<file path="src/hdl/sbs_pkg.sv">
// Shared types, constants and the reciprocal table for the background subtractor.
package sbs_pkg;

   localparam int MAX_PIXELS = 16384;
   localparam int WINDOW_MAX = 8;
   localparam int POS_W      = $clog2(MAX_PIXELS);
   localparam int SLOT_W     = $clog2(WINDOW_MAX);
   localparam int FRAMES_W   = 4;
   localparam int FP_W       = 15;
   localparam int PIX_W      = 16;
   localparam int SUM_W      = 19;
   localparam int RECIP_SH   = 22;
   localparam int RECIP_W    = RECIP_SH + 1;
   localparam int PROD_W     = SUM_W + RECIP_W;
   localparam int CSR_W      = 15;

   // Register indexes
   localparam logic CSR_WINDOW = 1'b0;
   localparam logic CSR_FRAME  = 1'b1;

   // How the running sum is updated
   localparam logic [1:0] KIND_FIRST = 2'd0;
   localparam logic [1:0] KIND_PART  = 2'd1;
   localparam logic [1:0] KIND_FULL  = 2'd2;

   typedef struct packed {
      logic [PIX_W-1:0]    pix;
      logic [POS_W-1:0]    pos;
      logic [SLOT_W-1:0]   slot;
      logic [1:0]          kind;
      logic [FRAMES_W-1:0] count;
      logic                last;
   } sbs_item_type;

   // ceil(2^22 / count), exact floor division for dividends below 2^19
   function automatic logic [RECIP_W-1:0] sbs_recip(input logic [FRAMES_W-1:0] count);
      logic [RECIP_W-1:0] m;
      begin
         case (count)
            4'd1: m = 23'd4194304;
            4'd2: m = 23'd2097152;
            4'd3: m = 23'd1398102;
            4'd4: m = 23'd1048576;
            4'd5: m = 23'd838861;
            4'd6: m = 23'd699051;
            4'd7: m = 23'd599187;
            4'd8: m = 23'd524288;
            default: m = 23'd4194304;
         endcase
         return m;
      end
   endfunction

endpackage

</file>
<file path="src/hdl/sbs_queue.sv">
// Two-entry queue between front and back end.
module sbs_queue import sbs_pkg::*; (
   input  logic         clock,
   input  logic         reset,
   input  logic         push,
   input  sbs_item_type push_item,
   output logic         full,
   input  logic         pop,
   output logic         not_empty,
   output sbs_item_type head
);

   sbs_item_type entry_ff [2];
   logic         wr_ff, rd_ff;
   logic [1:0]   cnt_ff;

   assign full      = (cnt_ff == 2'd2);
   assign not_empty = (cnt_ff != 2'd0);
   assign head      = entry_ff[rd_ff];

   // Store pushed items
   always_ff @(posedge clock) begin
      if (push) entry_ff[wr_ff] <= push_item;
   end

   // Track fill level and pointers
   always_ff @(posedge clock) begin
      if (reset) begin
         wr_ff  <= 1'b0;
         rd_ff  <= 1'b0;
         cnt_ff <= '0;
      end else begin
         if (push) wr_ff <= !wr_ff;
         if (pop) rd_ff <= !rd_ff;
         if (push && !pop) cnt_ff <= cnt_ff + 2'd1;
         else if (pop && !push) cnt_ff <= cnt_ff - 2'd1;
      end
   end

endmodule

</file>
<file path="config.mk">
export PLATFORM = sky130hd
export DESIGN_NAME = sbs_queue
export DESIGN_NICKNAME = d
export VERILOG_FILES = /design/src/hdl/sbs_pkg.sv /design/src/hdl/sbs_queue.sv
export SDC_FILE = /design/constraint.sdc
export NUM_CORES = 1
export LEC_CHECK = 0
export ABC_CLOCK_PERIOD_IN_PS = 7800
export BUFFER_PORTS_ARGS = -buffer_cell sky130_fd_sc_hd__buf_2
export CAP_MARGIN = 10
export CORE_MARGIN = 2
export CORE_UTILIZATION = 50
export DETAILED_ROUTE_END_ITERATION = 8
export GPL_ROUTABILITY_DRIVEN = 1
export PLACE_DENSITY = 0.77
export SLEW_MARGIN = 20
export SYNTH_ARGS = -nofsm -noshare
export SYNTH_HDL_FRONTEND = slang
export SYNTH_SLANG_ARGS = --single-unit
</file>
<file path="constraint.sdc">
create_clock -name clock -period 7.8 [get_ports clock]
set_input_delay 0.78 -clock clock [delete_from_list [all_inputs] [get_ports clock]]
set_output_delay 0.78 -clock clock [all_outputs]
set_load 0.01 [all_outputs]
</file>
==> metrics.txt <==
status=finished clean; Slew HR=35.4%; Die Height=82.5 um; peak supply drop=154 uV; Critical Path RT=7.02 ns; max incr delay on CP=0.96 ns; Layout Skew=0.00559 ns; Starting Density=between 50% and 60%; post-route ant nets=0; power density cells=~250 nW/um^2; total track usage=approximately 15%; GP Congestion=0.684; Avg Vias per Cell=4.89; core area=5960 um^2; Post-Synthesis Cell Area=3080 um^2; Final Net Count=284; Mapped Cells=146; critical path type=register to output pin; Critical Path Source Type=register; Max-cap violations=0; Multi-input gate area=566 um^2; clock transition at the registers of the reported paths=approximately 0.080 ns; Sink Count=85; final setup TNS=0 ns; Synth top area share=77.9%; Worst Setup End Kind=output pin; dpl cell area=3610 um^2; Synth area leader=edfxtp_1; mean routed wirelength per cell=approximately 15 um; combinational share of power=10.6%; Register Area=2500 um^2; antenna violations before repair=0; RSZ-0062 raised after global routing=no; Leak=0.00145 uW; crit share post-route=34.1%; placed wire-length estimate=approximately 3100 um; layout cells sized above 1=approximately three fifths; Hold Crit Class=register to register; Avg Cell Area, Syn=21.1 um^2; WHS Endpoint=cnt_ff[1]; number of synthesis warnings=0; first-pass GRT wire length=7220 um; final-report hold violation count=0; Post-CTS Setup Bufs=0; Clock power frac=32.8%; Critical Path AT=1.88 ns; sw power=204 uW; vias in the first global route=1613; fin crit period=around 2.7 ns; DRC=0; register area share after synthesis=81.2%; Least-Margin Pin Slew=0.970 ns; critical path peak fanout=40; reg2reg start=wr_ff; Clock Path Buffers=2; I/O Buffers=85; via count=1556; number of diodes=0; DRT Pass-1 Iters=6; origin of the worst min-delay path=cnt_ff[1]; Yosys reg bits=85; Syn Nets=about 190; Worst Reg-to-Reg Cells=1; Rows=28; Buf+Inv Stages, Crit Path=1; cts hold-fix bufs=0; Iteration-0 DRC Markers=63; share of power burned in registers=56.6%; Clock Tree Root=clkbuf_8; Die Width=82.5 um; # resized after CTS=0; pin count of the biggest net entering global routing=41; worst hold path depth=2; Unique masters post-synth=16; top post-synthesis cells by area=edfxtp_1 (78%), mux2_2 (15%), dfxtp_1 (3.2%), buf_2 (0.65%), xnor2_1 (0.57%); reg2reg setup slack=6.18 ns; CTS tree=built; final WL=4870 um; Switching Share=21.1%; full die area=6810 um^2; # H-tree levels=3; Top Family by Delay on Critical Path=flip-flops; fillcell total=441; Setup Viol. Count Final=0; fmax=376 MHz; total CTS buffers=9; r2r endpoint=entry_ff[1][5]; Area Overhead vs Synth=23.8%; Finished Cell Area=3820 um^2; worst path cell trace=mux2_2 > buf_2; Worst-Skew Late Latency=0.34 ns; Pint=~760 uW; Worst path slowest cell=dfxtp_2; max-slew violation count=0; io pins=86; GRT Residual Overflow=0
layout by cell type (no fill, tap or decap), types with 2 or more instances in the layout:
cell	count
mux2_2	40
buf_2	85
xor2_1	2
bufinv_16	2
xnor2_1	2
edfxtp_1	80
clkbuf_8	9
dfxtp_1	4
nor2_1	4
metal layers:
metal / part of all wire, % / up-vias / GRT usage [%]
met3: 8.3 / 9 / 5.54
met4: 1.3 / 0 / 7.38
li1: - / 748 / -
met2: 47 / 65 / 23.6
met5: 0 / - / 0
met1: 43 / 734 / 17.5
worst max path at each step:
stage / to / slack, ns / cells past startpoint
2_1_floorplan: entry_ff[0][0] / 4.79 / 1
5_1_grt: head[29] / 5.01 / 2
3_5_place_dp: head[24] / 5.47 / 2
6_report: head[24] / 5.14 / 2
3_3_place_gp: head[22] / 5.47 / 2
4_1_cts: head[24] / 5.08 / 2
power by group through the flow:
stage / Sequential [uW] / Clock, uW / Combinational [uW]
floorplan: 547 / 0 / 64.7
global placement: 556 / 0 / 101
detailed placement: 557 / 0 / 104
CTS: 547 / 324 / 105
global route: 550 / 339 / 113
finish: 546 / 316 / 103
logic make-up after synthesis:
kind of cell | after synthesis | synth area share [%]
xor gates and xnor gates | 4 | 1.14
and+or+nand+nor | 9 | 1.58
muxes | 40 | 14.6
AOI/OAI and AO/OA | 2 | 0.324
adders and majority gates | 1 | 0.406
DFF | 85 | 81.2
buffers and inverters | 5 | 0.771
cells in the mapped netlist, drive strengths merged:
cell type / count
a21oi: 1
and2: 1
and2b: 1
buf: 4
dfxtp: 5
edfxtp: 80
ha: 1
inv: 1
mux2: 40
nor2: 4
nor2b: 1
o21ai: 1
or2: 1
or3: 1
xnor2: 2
xor2: 2
tightest hold or removal path, delay by kind of cell (launching register included):
kind	cells	cell delay, ns
DFF	1	0.32
AOI/OAI and AO/OA	2	0.14
per-stage QoR:
stage	power, uW	hold slack, ns	instances	worst slack, ns	util, %
2_1_floorplan	612	0.456	146	4.79	-
3_3_place_gp	656	0.480	302	5.47	60.3
3_5_place_dp	661	0.501	303	5.47	60.7
4_1_cts	976	0.512	318	5.08	64.1
5_1_grt	1000	0.550	318	5.01	64.1
6_report	965	0.509	318	5.14	64.1
sequential cells by signal, indices dropped and copies added (netlist names), named ones only:
name / flops
wr_ff: 1
cnt_ff: 2
rd_ff: 1
entry_ff: 80
layout make-up:
| type | instances | area share (%) |
|---|---|---|
| Multi-Input combinational cell | 56 | 14.8 |
| Clock inverter | 5 | 2.00 |
| Timing Repair Buffer | 86 | 11.7 |
| Sequential cell | 85 | 65.6 |
| Clock buffer | 10 | 3.34 |
| Inverter | 1 | 0.0984 |
| Tap cell | 75 | 2.46 |
Note: power is estimated with default switching activity, not from simulation.
