### config.mk
export PLATFORM = sky130hd
export DESIGN_NAME = sbs_front
export DESIGN_NICKNAME = d
export VERILOG_FILES = /design/src/hdl/sbs_pkg.sv /design/src/hdl/sbs_front.sv
export SDC_FILE = /design/constraint.sdc
export NUM_CORES = 1
export LEC_CHECK = 0
export ABC_AREA = 1
export BUFFER_PORTS_ARGS = -buffer_cell sky130_fd_sc_hd__buf_2
export CAP_MARGIN = 20
export CORE_MARGIN = 2
export CORE_UTILIZATION = 55
export DETAILED_ROUTE_END_ITERATION = 12
export PLACE_DENSITY = 0.8
export SLEW_MARGIN = 20
export SYNTH_ARGS = -nofsm -noshare
export SYNTH_HDL_FRONTEND = slang
export SYNTH_SLANG_ARGS = --single-unit
export TNS_END_PERCENT = 20
### constraint.sdc
create_clock -name clock -period 4.4 [get_ports clock]
set_input_delay 0.88 -clock clock [delete_from_list [all_inputs] [get_ports clock]]
set_output_delay 0.88 -clock clock [all_outputs]
set_load 0.005 [all_outputs]
### src/hdl/sbs_pkg.sv
// Shared types, constants and the reciprocal table for the background subtractor.
package sbs_pkg;

   localparam int MAX_PIXELS = 16384;
   localparam int WINDOW_MAX = 8;
   localparam int POS_W      = $clog2(MAX_PIXELS);
   localparam int SLOT_W     = $clog2(WINDOW_MAX);
   localparam int FRAMES_W   = 4;
   localparam int FP_W       = 15;
   localparam int PIX_W      = 16;
   localparam int SUM_W      = 19;
   localparam int RECIP_SH   = 22;
   localparam int RECIP_W    = RECIP_SH + 1;
   localparam int PROD_W     = SUM_W + RECIP_W;
   localparam int CSR_W      = 15;

   // Register indexes
   localparam logic CSR_WINDOW = 1'b0;
   localparam logic CSR_FRAME  = 1'b1;

   // How the running sum is updated
   localparam logic [1:0] KIND_FIRST = 2'd0;
   localparam logic [1:0] KIND_PART  = 2'd1;
   localparam logic [1:0] KIND_FULL  = 2'd2;

   typedef struct packed {
      logic [PIX_W-1:0]    pix;
      logic [POS_W-1:0]    pos;
      logic [SLOT_W-1:0]   slot;
      logic [1:0]          kind;
      logic [FRAMES_W-1:0] count;
      logic                last;
   } sbs_item_type;

   // ceil(2^22 / count), exact floor division for dividends below 2^19
   function automatic logic [RECIP_W-1:0] sbs_recip(input logic [FRAMES_W-1:0] count);
      logic [RECIP_W-1:0] m;
      begin
         case (count)
            4'd1: m = 23'd4194304;
            4'd2: m = 23'd2097152;
            4'd3: m = 23'd1398102;
            4'd4: m = 23'd1048576;
            4'd5: m = 23'd838861;
            4'd6: m = 23'd699051;
            4'd7: m = 23'd599187;
            4'd8: m = 23'd524288;
            default: m = 23'd4194304;
         endcase
         return m;
      end
   endfunction

endpackage

### src/hdl/sbs_front.sv
// Front end: configuration, stream position tracking and item classification.
module sbs_front import sbs_pkg::*; (
   input  logic                clock,
   input  logic                reset,
   input  logic                csr_write,
   input  logic                csr_index,
   input  logic [CSR_W-1:0]    csr_data,
   input  logic                req_valid,
   output logic                req_ready,
   input  logic [PIX_W-1:0]    req_pixel,
   input  logic                req_restart,
   input  logic                q_full,
   output logic                q_push,
   output sbs_item_type        q_item
);

   logic [FRAMES_W-1:0] window_ff, window_in;
   logic [FP_W-1:0]     frame_ff, frame_in;
   logic [POS_W-1:0]    pos_ff, pos_in;
   logic [FRAMES_W-1:0] seen_ff, seen_in;
   logic [SLOT_W-1:0]   slot_ff, slot_in;

   logic [FRAMES_W-1:0] w_eff, fs, cnt_raw;
   logic [FP_W-1:0]     fp_eff, pos_next;
   logic [POS_W-1:0]    pos;
   logic [SLOT_W-1:0]   slot;
   logic                last;

   assign req_ready = !q_full;
   assign q_push    = req_valid && req_ready;

   // Clamp configuration to legal ranges
   always_comb begin
      if (window_ff == '0) w_eff = FRAMES_W'(1);
      else if (window_ff > FRAMES_W'(WINDOW_MAX)) w_eff = FRAMES_W'(WINDOW_MAX);
      else w_eff = window_ff;
      if (frame_ff == '0) fp_eff = FP_W'(1);
      else if (frame_ff > FP_W'(MAX_PIXELS)) fp_eff = FP_W'(MAX_PIXELS);
      else fp_eff = frame_ff;
   end

   // Classify the incoming pixel
   always_comb begin
      fs   = req_restart ? '0 : seen_ff;
      pos  = req_restart ? '0 : pos_ff;
      slot = req_restart ? '0 : slot_ff;
      if ({1'b0, slot} >= w_eff) slot = '0;
      cnt_raw = fs + FRAMES_W'(1);
      q_item.pix   = req_pixel;
      q_item.pos   = pos;
      q_item.slot  = slot;
      q_item.count = (cnt_raw > w_eff) ? w_eff : cnt_raw;
      if (fs == '0) q_item.kind = KIND_FIRST;
      else if (fs >= w_eff) q_item.kind = KIND_FULL;
      else q_item.kind = KIND_PART;
      pos_next = {1'b0, pos} + FP_W'(1);
      last = (pos_next >= fp_eff);
      q_item.last = last;
   end

   // Take register writes and advance position, slot and frame count
   always_comb begin
      window_in = window_ff;
      frame_in  = frame_ff;
      pos_in    = pos_ff;
      seen_in   = seen_ff;
      slot_in   = slot_ff;
      if (csr_write) begin
         if (csr_index == CSR_WINDOW) window_in = csr_data[FRAMES_W-1:0];
         else frame_in = csr_data;
         pos_in  = '0;
         seen_in = '0;
         slot_in = '0;
      end else if (q_push) begin
         if (last) begin
            pos_in  = '0;
            slot_in = ({1'b0, slot} + FRAMES_W'(1) >= w_eff) ? '0 : slot + SLOT_W'(1);
            seen_in = (fs < w_eff) ? fs + FRAMES_W'(1) : fs;
         end else begin
            pos_in  = pos_next[POS_W-1:0];
            slot_in = slot;
            seen_in = fs;
         end
      end
   end

   always_ff @(posedge clock) begin
      if (reset) begin
         window_ff <= FRAMES_W'(WINDOW_MAX);
         frame_ff  <= FP_W'(MAX_PIXELS);
         pos_ff    <= '0;
         seen_ff   <= '0;
         slot_ff   <= '0;
      end else begin
         window_ff <= window_in;
         frame_ff  <= frame_in;
         pos_ff    <= pos_in;
         seen_ff   <= seen_in;
         slot_ff   <= slot_in;
      end
   end

endmodule

==> reports/results.tsv <==
metric	value	unit
yosysUniqueCellTypes	35	
placementRows	28	
overflow	0	
clk_transition_reported_paths	80	ps
io_pins	80	
post-cts-setup-buffers	0	
fin_nets	599	
dieHeight	81.7	µm
wl_per_cell	12.1	µm
grt_pass1_wl	12.2	mm
relSlewSlack	62.2	%
diodes	0	
cp-end-kind	output pin	
ys_seq_elements	40	
vias	3100	
ir_drop	0.000155	V
drtIter0Drc	161	
syn-cell-area	0.00332	mm²
n_fill_cell	567	
gp_congestion	0.892	
synth_top_area_share	24.1	%
cts-resized-gates	0	
critPathMaxFanout	10	
status	finished clean	
insertion_delay	300	ps
syn-num-nets	569	
tightest_slew	563	ps
die_w	81.7	µm
hold_viol_final	0	
finalPower	0.822	mW
synth_top_cell_by_area	dfxtp_1	
grt_usage	23.2	%
hp-class	register to register	
tritoncts	built	
start_kind	input pin	
ys_seq_area_share	24.1	%
hold_buffers	0	
vias_per_cell	5.14	
powerDensity	230	mW/mm²
clock_sinks	40	
final_cell_mix	131 x nand2_1, 68 x nor2_1, 63 x inv_1, 47 x buf_2, 40 x dfxtp_1	
fmax	244	MHz
cts_buffers	5	
antenna_found_initial	0	
seq_area	801	µm²
ys_warn_count	0	
setup_tns	0	ps
drive_gt1_share	16.7	%
rsz0062_at_grt	no	
multi_input_area	0.00204	mm²
die_area	0.00668	mm²
grt_pass1_vias	2820	
dr.pass1.iters	5	
cp_data_required_time	3520	ps
grt_max_degree	23	
area_growth	7.65	%
cp.arrival	3230	ps
drc_errors	0	
drv_slew	0	
final.setup_skew	7.23	ps
cts_root_buffer	clkbuf_8	
hpwl	5.76	mm
coreArea	0.00589	mm²
synth.avg_cell_area	6.68	µm²
clk_path_buf_depth	2	
htreeDepth	2	
initial_core_util	56.4	%
period_needed	4110	ps
maxCapViolCount	0	
final-setup-viol-count	0	
final_common_cell	nand2_1	
drt-total-wl	7.27	mm
postRouteAntennaNets	0	
fin_crit_sh	93.3	%
netlist_instances	497	
leakage	1.83	nW
portBuffers	47	
path_class	input pin to output pin	
ys_top_cells_by_area	dfxtp_1 24%, nand2_1 15%, ha_1 13%	
==> stage by stage <==
stage	hold slack (ps)	cell area [µm²]	utilization (%)	worst slack [ps]	cells
detailed placement	459	3460	58.8	331	595
finish	469	3580	60.8	293	603
global route	497	3580	60.8	104	603
floorplan	441	3320	-	486	497
CTS	471	3580	60.8	319	603
global placement	452	3460	58.8	403	595
==> cells by family (layout without fill, tap and decap cells) <==
| kind of cell | Yosys count | in the layout | synth area share (%) |
|---|---|---|---|
| and+or+nand+nor | 250 | 250 | 34.2 |
| DFF | 40 | 40 | 24.1 |
| buffers and inverters | 96 | 127 | 14.4 |
| xor gates and xnor gates | 13 | 13 | 4.33 |
| adders and majority gates | 34 | 34 | 12.8 |
| AOI/OAI and AO/OA | 64 | 64 | 10.1 |
==> layer usage <==
| metal | track usage [%] | vias up | wire (µm) |
|---|---|---|---|
| li1 | - | 1609 | - |
| met1 | 31.5 | 1393 | 3520 |
| met2 | 37.4 | 89 | 3230 |
| met3 | 4.62 | 9 | 466 |
| met4 | 7.00 | 0 | 59 |
| met5 | 0 | - | 0 |
==> cell type report <==
type	count	area share, %
inverters	69	7.45
clock inverters	3	1.29
flip-flops and latches	40	22.4
clock buffers	5	1.92
well taps	75	2.62
multi-input cells	361	57.1
repair buffers	50	7.21
==> final timing paths <==
path,slack (ps),startpoint,endpoint,depth (start not counted)
setup / recovery,290,req_restart,q_item[0],16
hold / removal,470,pos_ff[12],pos_ff[12],2
setup reg to reg,1200,window_ff[3],slot_ff[0],22
hold reg to reg,470,pos_ff[12],pos_ff[12],2
==> synth_stat cells (all sizes together) <==
library cell and instances:
inv 67, o21ai 32, buf 20, o211ai 2, clkinv 2, o31ai 1, xor2 8, nand4 3
nor4 4, nand3 24, o21bai 2, nor3 4, clkbuf 7, dfxtp 40, a21oi 27, nand2 134
xnor2 5, ha 34, nor2 81
==> power by group <==
| part | switching [mW] | internal (mW) | leakage [nW] |
|---|---|---|---|
| Sequential | 0.00917 | 0.374 | 0.326 |
| Combinational | 0.0791 | 0.0407 | 1.45 |
| Clock | 0.147 | 0.171 | 0.0548 |
==> worst max-delay path, stage by stage <==
cell and delay (ps):
buf_2 190, nor2_2 250, ha_1 240, nand3_2 110, inv_2 90, nand3_2 90
nor2_2 140, xor2_2 180, ha_1 260, nand2_1 90, nor2_1 50, nand2_1 100
nor2_1 50, nor2_1 170, nand3_4 160, buf_2 170
==> flip-flops by register name (all words and copies together), names as in the netlist <==
name       count
pos_ff        14
window_ff      4
seen_ff        4
slot_ff        3
frame_ff      15
(Power assumes the default switching activity.)
